### config.mk
export PLATFORM = sky130hd
export DESIGN_NAME = audio_frame_rate_changer
export DESIGN_NICKNAME = d
export VERILOG_FILES = /design/src/sv/afrc_pkg.sv /design/src/sv/afrc_lane.sv /design/src/sv/afrc_merge.sv /design/src/sv/audio_frame_rate_changer.sv
export SDC_FILE = /design/constraint.sdc
export NUM_CORES = 1
export LEC_CHECK = 0
export BUFFER_PORTS_ARGS = -buffer_cell sky130_fd_sc_hd__buf_4
export CAP_MARGIN = 5
export CORE_MARGIN = 8
export CORE_UTILIZATION = 50
export DETAILED_ROUTE_END_ITERATION = 16
export PLACE_DENSITY = 0.79
export SLEW_MARGIN = 20
export SYNTH_ARGS = -nofsm -noshare
export SYNTH_HDL_FRONTEND = slang
export SYNTH_SLANG_ARGS = --single-unit
### constraint.sdc
create_clock -name clk -period 7.95 [get_ports clk]
set_input_delay 0.795 -clock clk [delete_from_list [all_inputs] [get_ports clk]]
set_output_delay 0.795 -clock clk [all_outputs]
set_load 0.05 [all_outputs]
### src/sv/afrc_pkg.sv
`default_nettype none

package afrc_pkg;

    localparam int SAMPLE_W         = 32;
    // sample difference magnitude, up to 2^32-1
    localparam int MAG_W            = SAMPLE_W + 1;
    localparam int DCNT_W           = $clog2(MAG_W);
    localparam int FACTOR_W         = 6;
    localparam int CHAN_W           = 2;
    localparam int BYTES_W          = 3;
    localparam int KEEP_W           = 6;
    localparam int ADDR_W           = 4;
    localparam int DATA_W           = 32;

    localparam int DEF_MAX_FACTOR   = 63;
    localparam int DEF_MAX_CHANNELS = 2;

    localparam logic [1:0] REG_MODE     = 2'd0;
    localparam logic [1:0] REG_FACTOR   = 2'd1;
    localparam logic [1:0] REG_CHANNELS = 2'd2;
    localparam logic [1:0] REG_BYTES    = 2'd3;

    typedef struct packed {
        logic pass_load;    // present the current frame unchanged
        logic interp_load;  // start an interpolation against the stored frame
        logic upd_prev;     // store the current frame
        logic div_step;     // one restoring division step
        logic acc_step;     // advance to the next interpolation point
    } lane_ctrl_t;

endpackage

`default_nettype wire

### src/sv/afrc_lane.sv
`default_nettype none

module afrc_lane
    import afrc_pkg::*;
#(
    parameter int MAX_FACTOR = DEF_MAX_FACTOR
)
(
    input  wire logic                              clk,
    input  wire logic                              rst_n,
    input  wire lane_ctrl_t                        ctrl,
    input  wire logic [$clog2(MAX_FACTOR+2)-1:0]   divisor,
    input  wire logic [SAMPLE_W-1:0]               cur,
    output logic      [SAMPLE_W-1:0]               sample
);

    localparam int DIV_W = $clog2(MAX_FACTOR + 2);

    logic [SAMPLE_W-1:0] prev_reg;
    logic [SAMPLE_W-1:0] base_reg;
    logic                neg_reg;
    logic [MAG_W-1:0]    dvd_reg;
    logic [DIV_W-1:0]    rem_reg;
    logic [MAG_W-1:0]    qacc_reg;
    logic [DIV_W-1:0]    racc_reg;

    logic [MAG_W-1:0]    diff;
    logic [MAG_W-1:0]    mag;
    logic [DIV_W:0]      rem_sh;
    logic [DIV_W:0]      rem_sub;
    logic                fits;
    logic [DIV_W-1:0]    rem_next;
    logic [MAG_W-1:0]    dvd_next;
    logic [DIV_W:0]      racc_sum;
    logic [DIV_W:0]      racc_sub;
    logic                carry;
    logic [DIV_W-1:0]    racc_next;
    logic [MAG_W-1:0]    qacc_next;
    logic [SAMPLE_W-1:0] q_low;

    assign diff = {cur[SAMPLE_W-1], cur} - {prev_reg[SAMPLE_W-1], prev_reg};
    assign mag  = diff[MAG_W-1] ? (~diff + MAG_W'(1)) : diff;

    // restoring division of the magnitude by the step count
    assign rem_sh   = {rem_reg, dvd_reg[MAG_W-1]};
    assign rem_sub  = rem_sh - {1'b0, divisor};
    assign fits     = (rem_sh >= {1'b0, divisor});
    assign rem_next = fits ? rem_sub[DIV_W-1:0] : rem_sh[DIV_W-1:0];
    assign dvd_next = {dvd_reg[MAG_W-2:0], fits};

    // running quotient and remainder of mag*i/divisor
    assign racc_sum  = {1'b0, racc_reg} + {1'b0, rem_reg};
    assign racc_sub  = racc_sum - {1'b0, divisor};
    assign carry     = (racc_sum >= {1'b0, divisor});
    assign racc_next = carry ? racc_sub[DIV_W-1:0] : racc_sum[DIV_W-1:0];
    assign qacc_next = qacc_reg + dvd_reg + MAG_W'(carry);

    assign q_low  = qacc_reg[SAMPLE_W-1:0];
    assign sample = base_reg + (neg_reg ? (~q_low + SAMPLE_W'(1)) : q_low);

    always_ff @(posedge clk or negedge rst_n)
    begin
        if (!rst_n)
        begin
            prev_reg <= '0;
        end
        else if (ctrl.upd_prev)
        begin
            prev_reg <= cur;
        end
    end

    always_ff @(posedge clk)
    begin
        if (ctrl.pass_load)
        begin
            base_reg <= cur;
            neg_reg  <= 1'b0;
            qacc_reg <= '0;
            racc_reg <= '0;
        end
        else if (ctrl.interp_load)
        begin
            base_reg <= prev_reg;
            neg_reg  <= diff[MAG_W-1];
            dvd_reg  <= mag;
            rem_reg  <= '0;
            qacc_reg <= '0;
            racc_reg <= '0;
        end
        else if (ctrl.div_step)
        begin
            dvd_reg <= dvd_next;
            rem_reg <= rem_next;
        end
        else if (ctrl.acc_step)
        begin
            qacc_reg <= qacc_next;
            racc_reg <= racc_next;
        end
    end

endmodule

`default_nettype wire

### src/sv/afrc_merge.sv
`default_nettype none

module afrc_merge
    import afrc_pkg::*;
(
    input  wire logic                clk,
    input  wire logic                rst_n,
    input  wire logic                load,
    input  wire logic                last_in,
    input  wire logic [SAMPLE_W-1:0] left_in,
    input  wire logic [SAMPLE_W-1:0] right_in,
    input  wire logic [BYTES_W-1:0]  bytes_eff,
    input  wire logic                stereo,
    input  wire logic                out_stall,
    output logic                     can_load,
    output logic                     out_valid,
    output logic [SAMPLE_W-1:0]      out_left,
    output logic [SAMPLE_W-1:0]      out_right,
    output logic                     last
);

    function automatic logic [SAMPLE_W-1:0] wrap_sample(
        input logic [SAMPLE_W-1:0] v,
        input logic [BYTES_W-1:0]  nb
    );
        logic [SAMPLE_W-1:0] r;
        case (nb)
            3'd1:    r = {{24{v[7]}}, v[7:0]};
            3'd2:    r = {{16{v[15]}}, v[15:0]};
            3'd3:    r = {{8{v[23]}}, v[23:0]};
            default: r = v;
        endcase
        return r;
    endfunction

    logic                valid_reg;
    logic [SAMPLE_W-1:0] left_reg;
    logic [SAMPLE_W-1:0] right_reg;
    logic                last_reg;

    assign can_load  = !valid_reg || !out_stall;
    assign out_valid = valid_reg;
    assign out_left  = left_reg;
    assign out_right = right_reg;
    assign last      = last_reg;

    always_ff @(posedge clk or negedge rst_n)
    begin
        if (!rst_n)
        begin
            valid_reg <= 1'b0;
        end
        else if (load)
        begin
            valid_reg <= 1'b1;
        end
        else if (!out_stall)
        begin
            valid_reg <= 1'b0;
        end
    end

    always_ff @(posedge clk)
    begin
        if (load)
        begin
            left_reg  <= wrap_sample(left_in, bytes_eff);
            right_reg <= stereo ? wrap_sample(right_in, bytes_eff) : '0;
            last_reg  <= last_in;
        end
    end

endmodule

`default_nettype wire

### src/sv/audio_frame_rate_changer.sv
// audio frame rate changer: takes one frame (left and right sample, sign-extended to
// 32 bits) per word and either drops frames (mode 0, keeps the first and then every
// (factor+1)-th frame) or stretches time (mode 1, emits factor+1 linearly interpolated
// frames between the stored frame and the new one, truncating toward zero). outputs
// wrap to sample_bytes*8 bits; out_right is zero for mono. an interpolated frame goes
// through the per-channel restoring divider (difference magnitude over factor+1), one
// setup step, then factor+1 words of output, one word per cycle while out_stall is low,
// from an incremental quotient/remainder accumulator. in_stall is high while a frame is
// being worked on; configuration must only be written while idle.
`default_nettype none

module audio_frame_rate_changer
    import afrc_pkg::*;
#(
    parameter int MAX_FACTOR   = DEF_MAX_FACTOR,
    parameter int MAX_CHANNELS = DEF_MAX_CHANNELS
)
(
    input  wire logic                clk,
    input  wire logic                rst_n,
    // apb configuration
    input  wire logic                psel,
    input  wire logic                penable,
    input  wire logic                pwrite,
    input  wire logic [ADDR_W-1:0]   paddr,
    input  wire logic [DATA_W-1:0]   pwdata,
    output logic      [DATA_W-1:0]   prdata,
    output logic                     pready,
    // input words
    input  wire logic                in_valid,
    output logic                     in_stall,
    input  wire logic [SAMPLE_W-1:0] sample_left,
    input  wire logic [SAMPLE_W-1:0] sample_right,
    // output words
    output logic                     out_valid,
    input  wire logic                out_stall,
    output logic      [SAMPLE_W-1:0] out_left,
    output logic      [SAMPLE_W-1:0] out_right,
    output logic                     last
);

    localparam int DIV_W = $clog2(MAX_FACTOR + 2);

    localparam logic [1:0] S_IDLE = 2'd0;
    localparam logic [1:0] S_DIV  = 2'd1;
    localparam logic [1:0] S_STEP = 2'd2;
    localparam logic [1:0] S_EMIT = 2'd3;

    // configuration registers
    logic                mode_reg;
    logic [FACTOR_W-1:0] factor_reg;
    logic [CHAN_W-1:0]   channels_reg;
    logic [BYTES_W-1:0]  bytes_reg;

    // sequencer state
    logic [1:0]          state_reg, state_next;
    logic                first_seen_reg, first_seen_next;
    logic [KEEP_W-1:0]   keep_cnt_reg, keep_cnt_next;
    logic [DIV_W-1:0]    div_reg, div_next;
    logic [DIV_W-1:0]    idx_reg, idx_next;
    logic [DCNT_W-1:0]   dcnt_reg, dcnt_next;
    logic                single_reg, single_next;

    logic                cfg_wr;
    logic                in_acc;
    logic [DIV_W-1:0]    eff_factor;
    logic [BYTES_W-1:0]  bytes_eff;
    logic                stereo;
    logic                emit_last;
    logic                can_load;
    logic                merge_load;
    lane_ctrl_t          ctrl;

    logic [SAMPLE_W-1:0] lane_cur    [MAX_CHANNELS];
    logic [SAMPLE_W-1:0] lane_sample [MAX_CHANNELS];
    logic [SAMPLE_W-1:0] right_raw;

    // ---------------------------------------------------------------------
    // configuration port, always ready
    // ---------------------------------------------------------------------
    assign pready = 1'b1;
    assign cfg_wr = psel && penable && pwrite;

    always_ff @(posedge clk or negedge rst_n)
    begin
        if (!rst_n)
        begin
            mode_reg     <= 1'b0;
            factor_reg   <= '0;
            channels_reg <= CHAN_W'(1);
            bytes_reg    <= BYTES_W'(2);
        end
        else if (cfg_wr)
        begin
            unique case (paddr[3:2])
                REG_MODE:     mode_reg     <= pwdata[0];
                REG_FACTOR:   factor_reg   <= pwdata[FACTOR_W-1:0];
                REG_CHANNELS: channels_reg <= pwdata[CHAN_W-1:0];
                REG_BYTES:    bytes_reg    <= pwdata[BYTES_W-1:0];
                default:      ;
            endcase
        end
    end

    always_comb
    begin
        unique case (paddr[3:2])
            REG_MODE:     prdata = {{(DATA_W-1){1'b0}}, mode_reg};
            REG_FACTOR:   prdata = {{(DATA_W-FACTOR_W){1'b0}}, factor_reg};
            REG_CHANNELS: prdata = {{(DATA_W-CHAN_W){1'b0}}, channels_reg};
            REG_BYTES:    prdata = {{(DATA_W-BYTES_W){1'b0}}, bytes_reg};
            default:      prdata = '0;
        endcase
    end

    // ---------------------------------------------------------------------
    // effective settings: clamp factor, channel count and sample size
    // ---------------------------------------------------------------------
    assign eff_factor = DIV_W'((int'(factor_reg) > MAX_FACTOR) ? MAX_FACTOR
                                                               : int'(factor_reg));
    assign bytes_eff  = (bytes_reg == '0)         ? BYTES_W'(1) :
                        (bytes_reg > BYTES_W'(4)) ? BYTES_W'(4) : bytes_reg;
    assign stereo     = (channels_reg == CHAN_W'(2) || channels_reg == CHAN_W'(3))
                        && (MAX_CHANNELS > 1);

    // ---------------------------------------------------------------------
    // sequencer: accept or drop frames, divide, step through interpolation points
    // ---------------------------------------------------------------------
    assign in_stall   = (state_reg != S_IDLE);
    assign in_acc     = in_valid && !in_stall;
    assign emit_last  = single_reg || (idx_reg == div_reg);
    assign merge_load = (state_reg == S_EMIT) && can_load;

    always_comb
    begin
        state_next      = state_reg;
        first_seen_next = first_seen_reg;
        keep_cnt_next   = keep_cnt_reg;
        div_next        = div_reg;
        idx_next        = idx_reg;
        dcnt_next       = dcnt_reg;
        single_next     = single_reg;
        ctrl            = '0;

        unique case (state_reg)
            S_IDLE:
            begin
                if (in_acc)
                begin
                    if (!mode_reg)
                    begin
                        // drop mode: counter wraps once it reaches the factor
                        if (int'(keep_cnt_reg) >= int'(eff_factor))
                            keep_cnt_next = '0;
                        else
                            keep_cnt_next = keep_cnt_reg + KEEP_W'(1);
                        if (keep_cnt_reg == '0)
                        begin
                            ctrl.pass_load = 1'b1;
                            single_next    = 1'b1;
                            state_next     = S_EMIT;
                        end
                    end
                    else if (!first_seen_reg)
                    begin
                        // very first frame in stretch mode passes through
                        ctrl.pass_load  = 1'b1;
                        ctrl.upd_prev   = 1'b1;
                        first_seen_next = 1'b1;
                        single_next     = 1'b1;
                        state_next      = S_EMIT;
                    end
                    else
                    begin
                        ctrl.interp_load = 1'b1;
                        ctrl.upd_prev    = 1'b1;
                        div_next         = eff_factor + DIV_W'(1);
                        dcnt_next        = '0;
                        single_next      = 1'b0;
                        state_next       = S_DIV;
                    end
                end
            end
            S_DIV:
            begin
                ctrl.div_step = 1'b1;
                dcnt_next     = dcnt_reg + DCNT_W'(1);
                if (dcnt_reg == DCNT_W'(MAG_W - 1))
                    state_next = S_STEP;
            end
            S_STEP:
            begin
                // first interpolation point
                ctrl.acc_step = 1'b1;
                idx_next      = DIV_W'(1);
                state_next    = S_EMIT;
            end
            S_EMIT:
            begin
                if (can_load)
                begin
                    if (emit_last)
                    begin
                        state_next = S_IDLE;
                    end
                    else
                    begin
                        ctrl.acc_step = 1'b1;
                        idx_next      = idx_reg + DIV_W'(1);
                    end
                end
            end
            default:
            begin
                state_next = S_IDLE;
            end
        endcase
    end

    always_ff @(posedge clk or negedge rst_n)
    begin
        if (!rst_n)
        begin
            state_reg      <= S_IDLE;
            first_seen_reg <= 1'b0;
            keep_cnt_reg   <= '0;
            div_reg        <= '0;
            idx_reg        <= '0;
            dcnt_reg       <= '0;
            single_reg     <= 1'b0;
        end
        else
        begin
            state_reg      <= state_next;
            first_seen_reg <= first_seen_next;
            keep_cnt_reg   <= keep_cnt_next;
            div_reg        <= div_next;
            idx_reg        <= idx_next;
            dcnt_reg       <= dcnt_next;
            single_reg     <= single_next;
        end
    end

    // ---------------------------------------------------------------------
    // one lane per channel
    // ---------------------------------------------------------------------
    assign lane_cur[0] = sample_left;

    generate
        if (MAX_CHANNELS > 1)
        begin : g_right
            assign lane_cur[1] = sample_right;
            assign right_raw   = lane_sample[1];
        end
        else
        begin : g_mono
            assign right_raw = '0;
        end
    endgenerate

    genvar ch;
    generate
        for (ch = 0; ch < MAX_CHANNELS; ch++)
        begin : g_lane
            afrc_lane #(
                .MAX_FACTOR (MAX_FACTOR)
            ) u_lane (
                .clk     (clk),
                .rst_n   (rst_n),
                .ctrl    (ctrl),
                .divisor (div_reg),
                .cur     (lane_cur[ch]),
                .sample  (lane_sample[ch])
            );
        end
    endgenerate

    // ---------------------------------------------------------------------
    // merge lanes into the output word register
    // ---------------------------------------------------------------------
    afrc_merge u_merge (
        .clk       (clk),
        .rst_n     (rst_n),
        .load      (merge_load),
        .last_in   (emit_last),
        .left_in   (lane_sample[0]),
        .right_in  (right_raw),
        .bytes_eff (bytes_eff),
        .stereo    (stereo),
        .out_stall (out_stall),
        .can_load  (can_load),
        .out_valid (out_valid),
        .out_left  (out_left),
        .out_right (out_right),
        .last      (last)
    );

endmodule

`default_nettype wire
==> results of run 1 <==
-- critical path, stage by stage, from the launching register on --
cell and delay, ns:
sky130_fd_sc_hd__edfxtp_1 0.44, sky130_fd_sc_hd__ha_1 0.24, sky130_fd_sc_hd__fa_1 0.41, sky130_fd_sc_hd__xor2_1 0.19, sky130_fd_sc_hd__ha_1 0.34, sky130_fd_sc_hd__a21o_1 0.20, sky130_fd_sc_hd__a21oi_1 0.21, sky130_fd_sc_hd__o21bai_1 0.09
sky130_fd_sc_hd__a21oi_1 0.20, sky130_fd_sc_hd__o21ai_0 0.15, sky130_fd_sc_hd__a2111oi_2 0.42, sky130_fd_sc_hd__inv_1 0.12, sky130_fd_sc_hd__fa_1 0.45, sky130_fd_sc_hd__a211oi_1 0.36, sky130_fd_sc_hd__o21ai_0 0.21, sky130_fd_sc_hd__a21o_1 0.26
sky130_fd_sc_hd__nand4_1 0.13, sky130_fd_sc_hd__a21oi_1 0.12, sky130_fd_sc_hd__a221oi_1 0.62, sky130_fd_sc_hd__o21ba_2 0.27, sky130_fd_sc_hd__o21ai_0 0.14, sky130_fd_sc_hd__nor4_1 0.25, sky130_fd_sc_hd__o211ai_1 0.17, sky130_fd_sc_hd__a21o_1 0.23
sky130_fd_sc_hd__a21oi_1 0.12
-- how the worst min path moves through the flow --
stage,startpoint,end,slack [ns],cells past startpoint
2_1_floorplan,g_lane[0].u_lane.racc_reg[0],g_lane[0].u_lane.racc_reg[0],0.44,2
3_3_place_gp,g_lane[0].u_lane.racc_reg[0],g_lane[0].u_lane.racc_reg[0],0.45,2
3_5_place_dp,g_lane[0].u_lane.racc_reg[0],g_lane[0].u_lane.racc_reg[0],0.46,2
4_1_cts,rst_n,g_lane[1].u_lane.prev_reg[14],0.22,1
5_1_grt,rst_n,g_lane[1].u_lane.prev_reg[14],0.26,1
6_report,rst_n,g_lane[1].u_lane.prev_reg[14],0.22,1
-- layout by cell type, fill, tap and decap left out, drive strengths merged, types with 38 or more instances in the layout --
cell and instances:
ha 248, nand3 59, clkbuf 62, buf 167, a21oi 260, xor2 98
nand2b 47, o21ai 389, nor3 39, nand2 409, edfxtp 209, a211oi 38
inv 149, a21o 117, dfrtp 105, dfxtp 80, xnor2 203, nor2 187
-- final cells by class --
| class | instances | share of cell area |
|---|---|---|
| tap | 765 | 0.02984 |
| timing repair buffer | 167 | 0.03932 |
| antenna | 1 | 0.00007802 |
| sequential | 396 | 0.3292 |
| clock buffer | 62 | 0.03940 |
| inverter | 147 | 0.01728 |
| clock inverter | 23 | 0.007607 |
| multi-input combinational | 2619 | 0.5372 |
-- metal layers --
metal / track usage / vias up / wire [um]
li1: - / 11976 / -
met1: 0.3033 / 11335 / 33510
met2: 0.3361 / 748 / 32300
met3: 0.03430 / 137 / 5627
met4: 0.07521 / 6 / 2205
met5: 0 / - / 38
-- per-stage QoR --
step	setup WS [ns]	cells	area, um^2
4_1_cts	1.537	4179	32050
5_1_grt	1.062	4180	32070
2_1_floorplan	0.1344	3306	28900
6_report	1.515	4180	32070
3_3_place_gp	1.644	4094	30540
3_5_place_dp	1.609	4094	30540
-- kinds of logic (layout without fill, tap and decap cells) --
| kind of cell | Yosys count | in the layout | share of synthesized area |
|---|---|---|---|
| AOI/OAI and AO/OA | 1033 | 1033 | 0.2167 |
| and+or+nand+nor | 978 | 978 | 0.1596 |
| DFF | 396 | 396 | 0.3665 |
| xor gates and xnor gates | 301 | 301 | 0.09152 |
| buffers and inverters | 291 | 399 | 0.04148 |
| adders and majority gates | 260 | 260 | 0.1161 |
| muxes | 20 | 20 | 0.007906 |
| other | 2 | 28 | 0.0002607 |
==> impl.org, run 1 <==
** Run status
- Result of the run :: completed

** Floorplanning
- Initial core utilization :: 0.5021
- Die Height :: approximately 260 um
- The floorplan has 88 rows.
- Die ar. :: ~66000 um^2
- Die X-Extent :: ~260 um
- The floorplan step defined a core boundary enclosing ~57000 um^2.
- For this design the top-level I/O count stands at 207.

** Route
- The routed layout has about 24000 vias.
- Detailed Routing Iterations Pass 1 :: 6
- Wires add up to 73.68 mm.
- Average routed wire per standard cell :: ~18 um
- In the routed design, unresolved DRC markers number 0.
- Number of nets with antenna violations after detailed routing :: 0
- Detailed-route vias per instance :: a little under 6
- The detailed router finished its first iteration with about 1900 violations.

** Synth
- Primary FF master, synth :: sky130_fd_sc_hd__edfxtp_1
- The synthesized netlist occupies a cell area of 28810 um^2.
- Synth async-reset ratio :: 0.2702
- Dividing the synthesized area by the synthesized cell count gives a little under 9 um^2.
- Synth area leaders :: sky130_fd_sc_hd__edfxtp_1, sky130_fd_sc_hd__ha_1, sky130_fd_sc_hd__dfrtp_1, sky130_fd_sc_hd__o21ai_0, sky130_fd_sc_hd__xnor2_1
- Of the post-synthesis cell area, the dominant cell type holds 0.2179.
- Number of enable-type register cells in the synthesized netlist :: approximately 210
- Synthesized netlist cell count :: 3281
- Total of warnings raised by yosys :: 0
- Sequential cell area fraction in the yosys report :: 0.3665
- Most frequently used cell type in the post-synthesis netlist :: sky130_fd_sc_hd__nand2_1
- The biggest area contributor in the post-synthesis netlist is sky130_fd_sc_hd__edfxtp_1.
- Unique masters post-synth :: just under 80
- The commonest cells after synthesis are sky130_fd_sc_hd__nand2_1, sky130_fd_sc_hd__o21ai_0, sky130_fd_sc_hd__a21oi_1.
- Counting flops and latches in the post-synthesis netlist gives 396.

** Worst setup path
- R2R Setup Slk :: between 1.5 and 2 ns
- The worst setup path is launched from a flop.
- The worst register-to-register path has a depth of 24.
- Capture point of the critical path :: g_lane[0].u_lane.qacc_reg[31]
- In this run the worst setup path begins at g_lane[0].u_lane.rem_reg[0].
- Worst Path Class, Setup :: reg -> reg
- In this run the worst path has a maximum fanout of 5.
- Reg2reg end :: g_lane[0].u_lane.qacc_reg[31]
- Startpoint of the lowest-slack register-to-register path :: g_lane[0].u_lane.rem_reg[0]
- Endpoint arrival time on the critical path :: 6.94 ns
- The worst setup path is captured at a flop.
- STA puts the critical path data required time at approximately 8.5 ns.

** Global routing
- Number of antenna violations at the first check in global routing :: 5
- Summed over all layers, the global routing overflow is 0.
- First-pass GRT wire length :: approximately 120 mm
- The number of global-route vias before repair is approximately 23000.
- Maximum number of pins on one net before global-route repair :: approximately 120
- For this run, the total global-route usage over all layers was measured as 0.2161.

** STA
- After routing, the total negative slack on setup checks comes to 0 ns.
- Subtracting the final worst setup slack from the clock period gives ~6.4 ns.
- Timing would allow up to approximately 0.16 GHz.
- Setup violations remaining at the end of the flow were counted as 0.
- Number of failing hold endpoints at the final stage :: 0
- Slew Limit Fails :: 0
- Dividing the final minimum period by the clock period gives 0.8094.
- Setup repair after global routing left no endpoint under its margin.
- Post-route clock skew :: approximately 0.028 ns
- Tightest slew margin relative to the limit :: 0.2349
- Worst hold slack :: between 0.2 and 0.25 ns
- At the pin with the least slew margin, the transition time is about 1.1 ns.

** Cells and area
- Layout cell share with drive strength beyond 1 :: 0.08553
- Filler Cells Inserted :: 5024
- Post-synthesis to final-layout area growth :: 11.34%
- After the last flow step, the layout net total stands at approximately 3700.
- The register with the most flip-flops in the layout has 66 of them.
- Seq. cell area :: 10560 um^2
- Utilization of the core after routing :: 0.5591
- Multi-input combinational cell area :: 17230 um^2

** Clocking
- Clock latency on the worst-skew pair, taken at its later pin, is between 0.5 and 0.6 ns.
- Number of buffers inserted to repair setup after CTS :: 0
- # resized after CTS :: 0
- CTS placed an instance of sky130_fd_sc_hd__clkbuf_16 at the clock tree root.
- Post-CTS Hold Fix Bufs :: 0
- Number of buffers created by CTS :: 46
- Number of buffers on the longest clock path :: 3
- Clock-pin transition on the worst setup and hold timing paths :: ~0.060 ns
- TritonCTS Sinks :: a little under 400
- The H-tree was split into 2 levels.
- CTS tree :: done

** Placed design
- Final HPWL DP :: 55.10 mm
- Total of buffers placed on input and output ports :: about 150
- At the end of routability-driven placement, the weighted congestion stood at between 0.9 and 1.

** Worst hold path
- Worst hold path type :: in -> async

** Run
- Max-cap violations in this run came to 0.
Power of run 1 is left out: the tool's default activity adds up to more than one toggle a clock period on the data nets, which glitch-free logic cannot reach.
==> run 2, diff against run 1 <==
--- a/config.mk
+++ b/config.mk
@@ -10,7 +10,7 @@
 export CORE_MARGIN = 8
 export CORE_UTILIZATION = 50
 export DETAILED_ROUTE_END_ITERATION = 16
-export PLACE_DENSITY = 0.79
+export PLACE_DENSITY = 0.76
 export SLEW_MARGIN = 20
 export SYNTH_ARGS = -nofsm -noshare
 export SYNTH_HDL_FRONTEND = slang
==> constraint.sdc (replaced) <==
create_clock -name clk -period 6.2 [get_ports clk]
set_input_delay 0.62 -clock clk [delete_from_list [all_inputs] [get_ports clk]]
set_output_delay 0.62 -clock clk [all_outputs]
set_load 0.05 [all_outputs]
==> impl.org, run 2 (synthesized netlist as in run 1, its figures left out) <==
** Clocking
- Skew-Pair Late Insertion Delay :: 0.58 ns (about the same)
- CTS placed an instance of sky130_fd_sc_hd__clkbuf_16 at the clock tree root.
- The number of buffers created by CTS came to 45 (-2.2%).
- TritonCTS built the clock tree.
- The buffer levels on the longest clock path was 3 (unchanged).
- The depth of the CTS H-tree was 2 (unchanged).
- TritonCTS Sinks :: 396 (unchanged)
- Post-CTS Hold Fix Bufs :: 0 (unchanged)
- Clock-pin transition on the worst setup and hold timing paths :: 0.06 ns (about the same)

** Worst hold path
- Worst hold path type :: in -> async

** Worst setup path
- Worst EP required :: 6.71 ns (-1.75 ns)
- Maximum fanout encountered on the critical timing path :: 6 (+1)
- The slowest stage of the critical path is the sky130_fd_sc_hd__fa_1 cell.
- Critical path, cell by cell :: ha_1, fa_1, fa_1, a21o_1, a21o_1, a21o_1, a21oi_1, inv_1, a21oi_1, o21a_1, inv_1, fa_1, a211oi_2, o21ai_0, or3b_2, a31oi_1, a21o_1, o31a_1, a21o_4, a211oi_2, xor2_1, or3_1, a21oi_1
- The worst register-to-register path begins at g_lane[1].u_lane.rem_reg[0].
- The cell count of the worst reg-to-reg path came to 23 (-4.2%).
- Counting stages on the worst path, the most repeated cell is sky130_fd_sc_hd__a21o_1.
- The worst register-to-register path ends at g_lane[1].u_lane.qacc_reg[31].
- The delay of the slowest cell on the worst path is 0.51 ns (-0.11 ns).
- Critical path startpoint category :: flop
- Endpoint arrival time on the critical path :: 6.28 ns (-0.66 ns)
- STA classifies the critical path endpoint as a flop.
- Worst Path Class, Setup :: reg -> reg
- R2R Setup Slk :: 0.43 ns (-1.09 ns)

** Global routing
- The number of global-route vias before repair came to 22225 (-1.4%).
- Overflow left after global routing :: 0 (unchanged)
- The initial antenna violation count was 3 (-2).
- The maximum number of pins on one net before global-route repair is 108 (-13%).
- The wire length of the first global-routing pass is 118.1 mm (about the same).
- Global-route usage over all layers :: 0.2170 (+0.0009555)

** STA
- Worst setup slack after layout :: 0.4281 ns (-1.087 ns)
- Slew Limit Fails :: 0 (unchanged)
- Post-route clock skew :: 0.01639 ns (-0.01155 ns)
- Fin crit share :: 0.9309 (+0.1215)
- Tightest slew margin relative to the limit :: 0.2253 (-0.009593)
- Number of failing hold endpoints at the final stage :: 0 (unchanged)
- Transition time of the tightest slew-check pin :: 1.162 ns (+0.01439 ns)
- The final number of setup-violating endpoints is 0 (unchanged).
- The worst slack on hold paths was 0.02892 ns (-0.1866 ns).
- Highest attainable clock frequency :: 0.1733 GHz (+11%)
- Min Tclk post-route :: 5.772 ns (-0.6631 ns)

** Cells and area
- Flip-flop count of the largest register, all copies and words added :: 66 (unchanged)
- Post-synthesis to final-layout area growth :: 11.88%
- Layout cell share with drive strength beyond 1 :: 0.09356 (+0.008029)
- The post-layout net count was 3762 (+0.48%).
- Most frequent cells in the layout :: sky130_fd_sc_hd__nand2_1, sky130_fd_sc_hd__o21ai_0, sky130_fd_sc_hd__a21oi_1
- Leading cell type in the layout, fill and taps excluded :: sky130_fd_sc_hd__nand2_1

** Route
- The via count came to 24290 (+0.36%).
- The via count normalized by instance count came to 5.787 (about the same).
- The number of design-rule violations left by the first detailed-router iteration was 2097 (+10%).
- Number of nets with antenna violations after detailed routing :: 0 (unchanged)
- Average routed wire per standard cell :: 17.62 um (about the same)
- Final Routed Wirelength :: 73.97 mm (+0.39%)
- Residual DRC :: 0 (unchanged)
- The number of detailed-routing iterations run before antenna repair was 5 (-1).

** Floorplanning
- The number of top-level design ports came to 207 (unchanged).
- The placeable core region is 57370 um^2 (unchanged).
- Standard-cell rows :: 88 (unchanged)
- The vertical die dimension was 256.0 um (unchanged).
- The die width is 256.0 um (unchanged).
- The starting density of the core is 0.5021 (unchanged).
- Die ar. :: 65550 um^2 (unchanged)

** Run status
- The flow ran to the end, and the final reports show no timing, DRC or antenna violations.

** Placed design
- The worst-case setup slack after placement was 0.2310 ns (-1.378 ns).
- Final HPWL DP :: 55.79 mm (+1.3%)
- Final RePlAce weighted congestion :: 0.9323 (+1.9%)
- The count of port buffers added during placement was 151 (unchanged).

** Run
- Max cap viols :: 0 (unchanged)
==> run 2: cell types whose count changed in the layout (fill, tap and decap cells not counted), moves of 2 or more <==
cell / previous run / this run
sky130_fd_sc_hd__buf_12: 0 / 2
sky130_fd_sc_hd__clkinv_1: 8 / 3
sky130_fd_sc_hd__a21oi_2: 0 / 4
sky130_fd_sc_hd__buf_4: 165 / 183
sky130_fd_sc_hd__bufinv_16: 5 / 3
sky130_fd_sc_hd__clkbuf_8: 1 / 5
sky130_fd_sc_hd__clkinv_2: 6 / 8
sky130_fd_sc_hd__a211oi_2: 1 / 4
sky130_fd_sc_hd__a21oi_1: 259 / 255
sky130_fd_sc_hd__a211oi_1: 37 / 34
==> run 2: critical path, delay by kind of cell (launching register included) <==
kind	cells	cell delay, ns
DFF	1	0.44
and+or+nand+nor	2	0.55
xor gates and xnor gates	1	0.10
AOI/OAI and AO/OA	14	2.83
adders and majority gates	4	1.64
buffers and inverters	2	0.15
==> run 2: cell type report <==
cell class                 count  area [um^2]
antenna                        1        2.502
clock buffer                  66         1297
clock inverter                17        166.4
fill                        5075        25140
inverter                     147        554.3
multi-input combinational   2619        17270
sequential                   396        10560
tap                          765        957.2
timing repair buffer         186         1425
==> run 2: repair_timing <==
action                     4_1_cts  5_1_grt
resized for setup                0        9
setup endpoints to repair        0       14
buffers inserted                 0        2
==> run 2: metal layers <==
| metal | wire, um | vias up | global-route usage |
|---|---|---|---|
| met5 | 13 | - | 0 |
| met4 | 1989 | 2 | 0.06778 |
| met3 | 5185 | 117 | 0.03164 |
| met2 | 32570 | 765 | 0.3399 |
| met1 | 34210 | 11374 | 0.3075 |
| li1 | - | 12032 | - |
==> run 2: how the worst max path moves through the flow <==
stage	startpoint	slack, ns	end
2_1_floorplan	g_lane[0].u_lane.rem_reg[0]	0.1	g_lane[0].u_lane.qacc_reg[31]
3_3_place_gp	g_lane[0].u_lane.rem_reg[0]	0.25	g_lane[0].u_lane.qacc_reg[31]
3_5_place_dp	g_lane[0].u_lane.rem_reg[0]	0.23	g_lane[0].u_lane.qacc_reg[31]
4_1_cts	g_lane[0].u_lane.rem_reg[0]	0.20	g_lane[0].u_lane.qacc_reg[31]
5_1_grt	g_lane[1].u_lane.rem_reg[0]	-0.01	g_lane[1].u_lane.qacc_reg[31]
6_report	g_lane[1].u_lane.rem_reg[0]	0.43	g_lane[1].u_lane.qacc_reg[31]
==> run 2: metrics by stage <==
step | util | setup TNS [ns] | instances | cell area (um^2)
after floorplan | - | 0 | 3306 | 28910
after global placement | 0.5351 | 0 | 4111 | 30700
after detailed placement | 0.5351 | 0 | 4111 | 30700
after CTS | 0.5606 | 0 | 4194 | 32160
after global routing | 0.5618 | -0.01075 | 4197 | 32230
final | 0.5618 | 0 | 4197 | 32230
Power of run 2 is left out for the same reason.
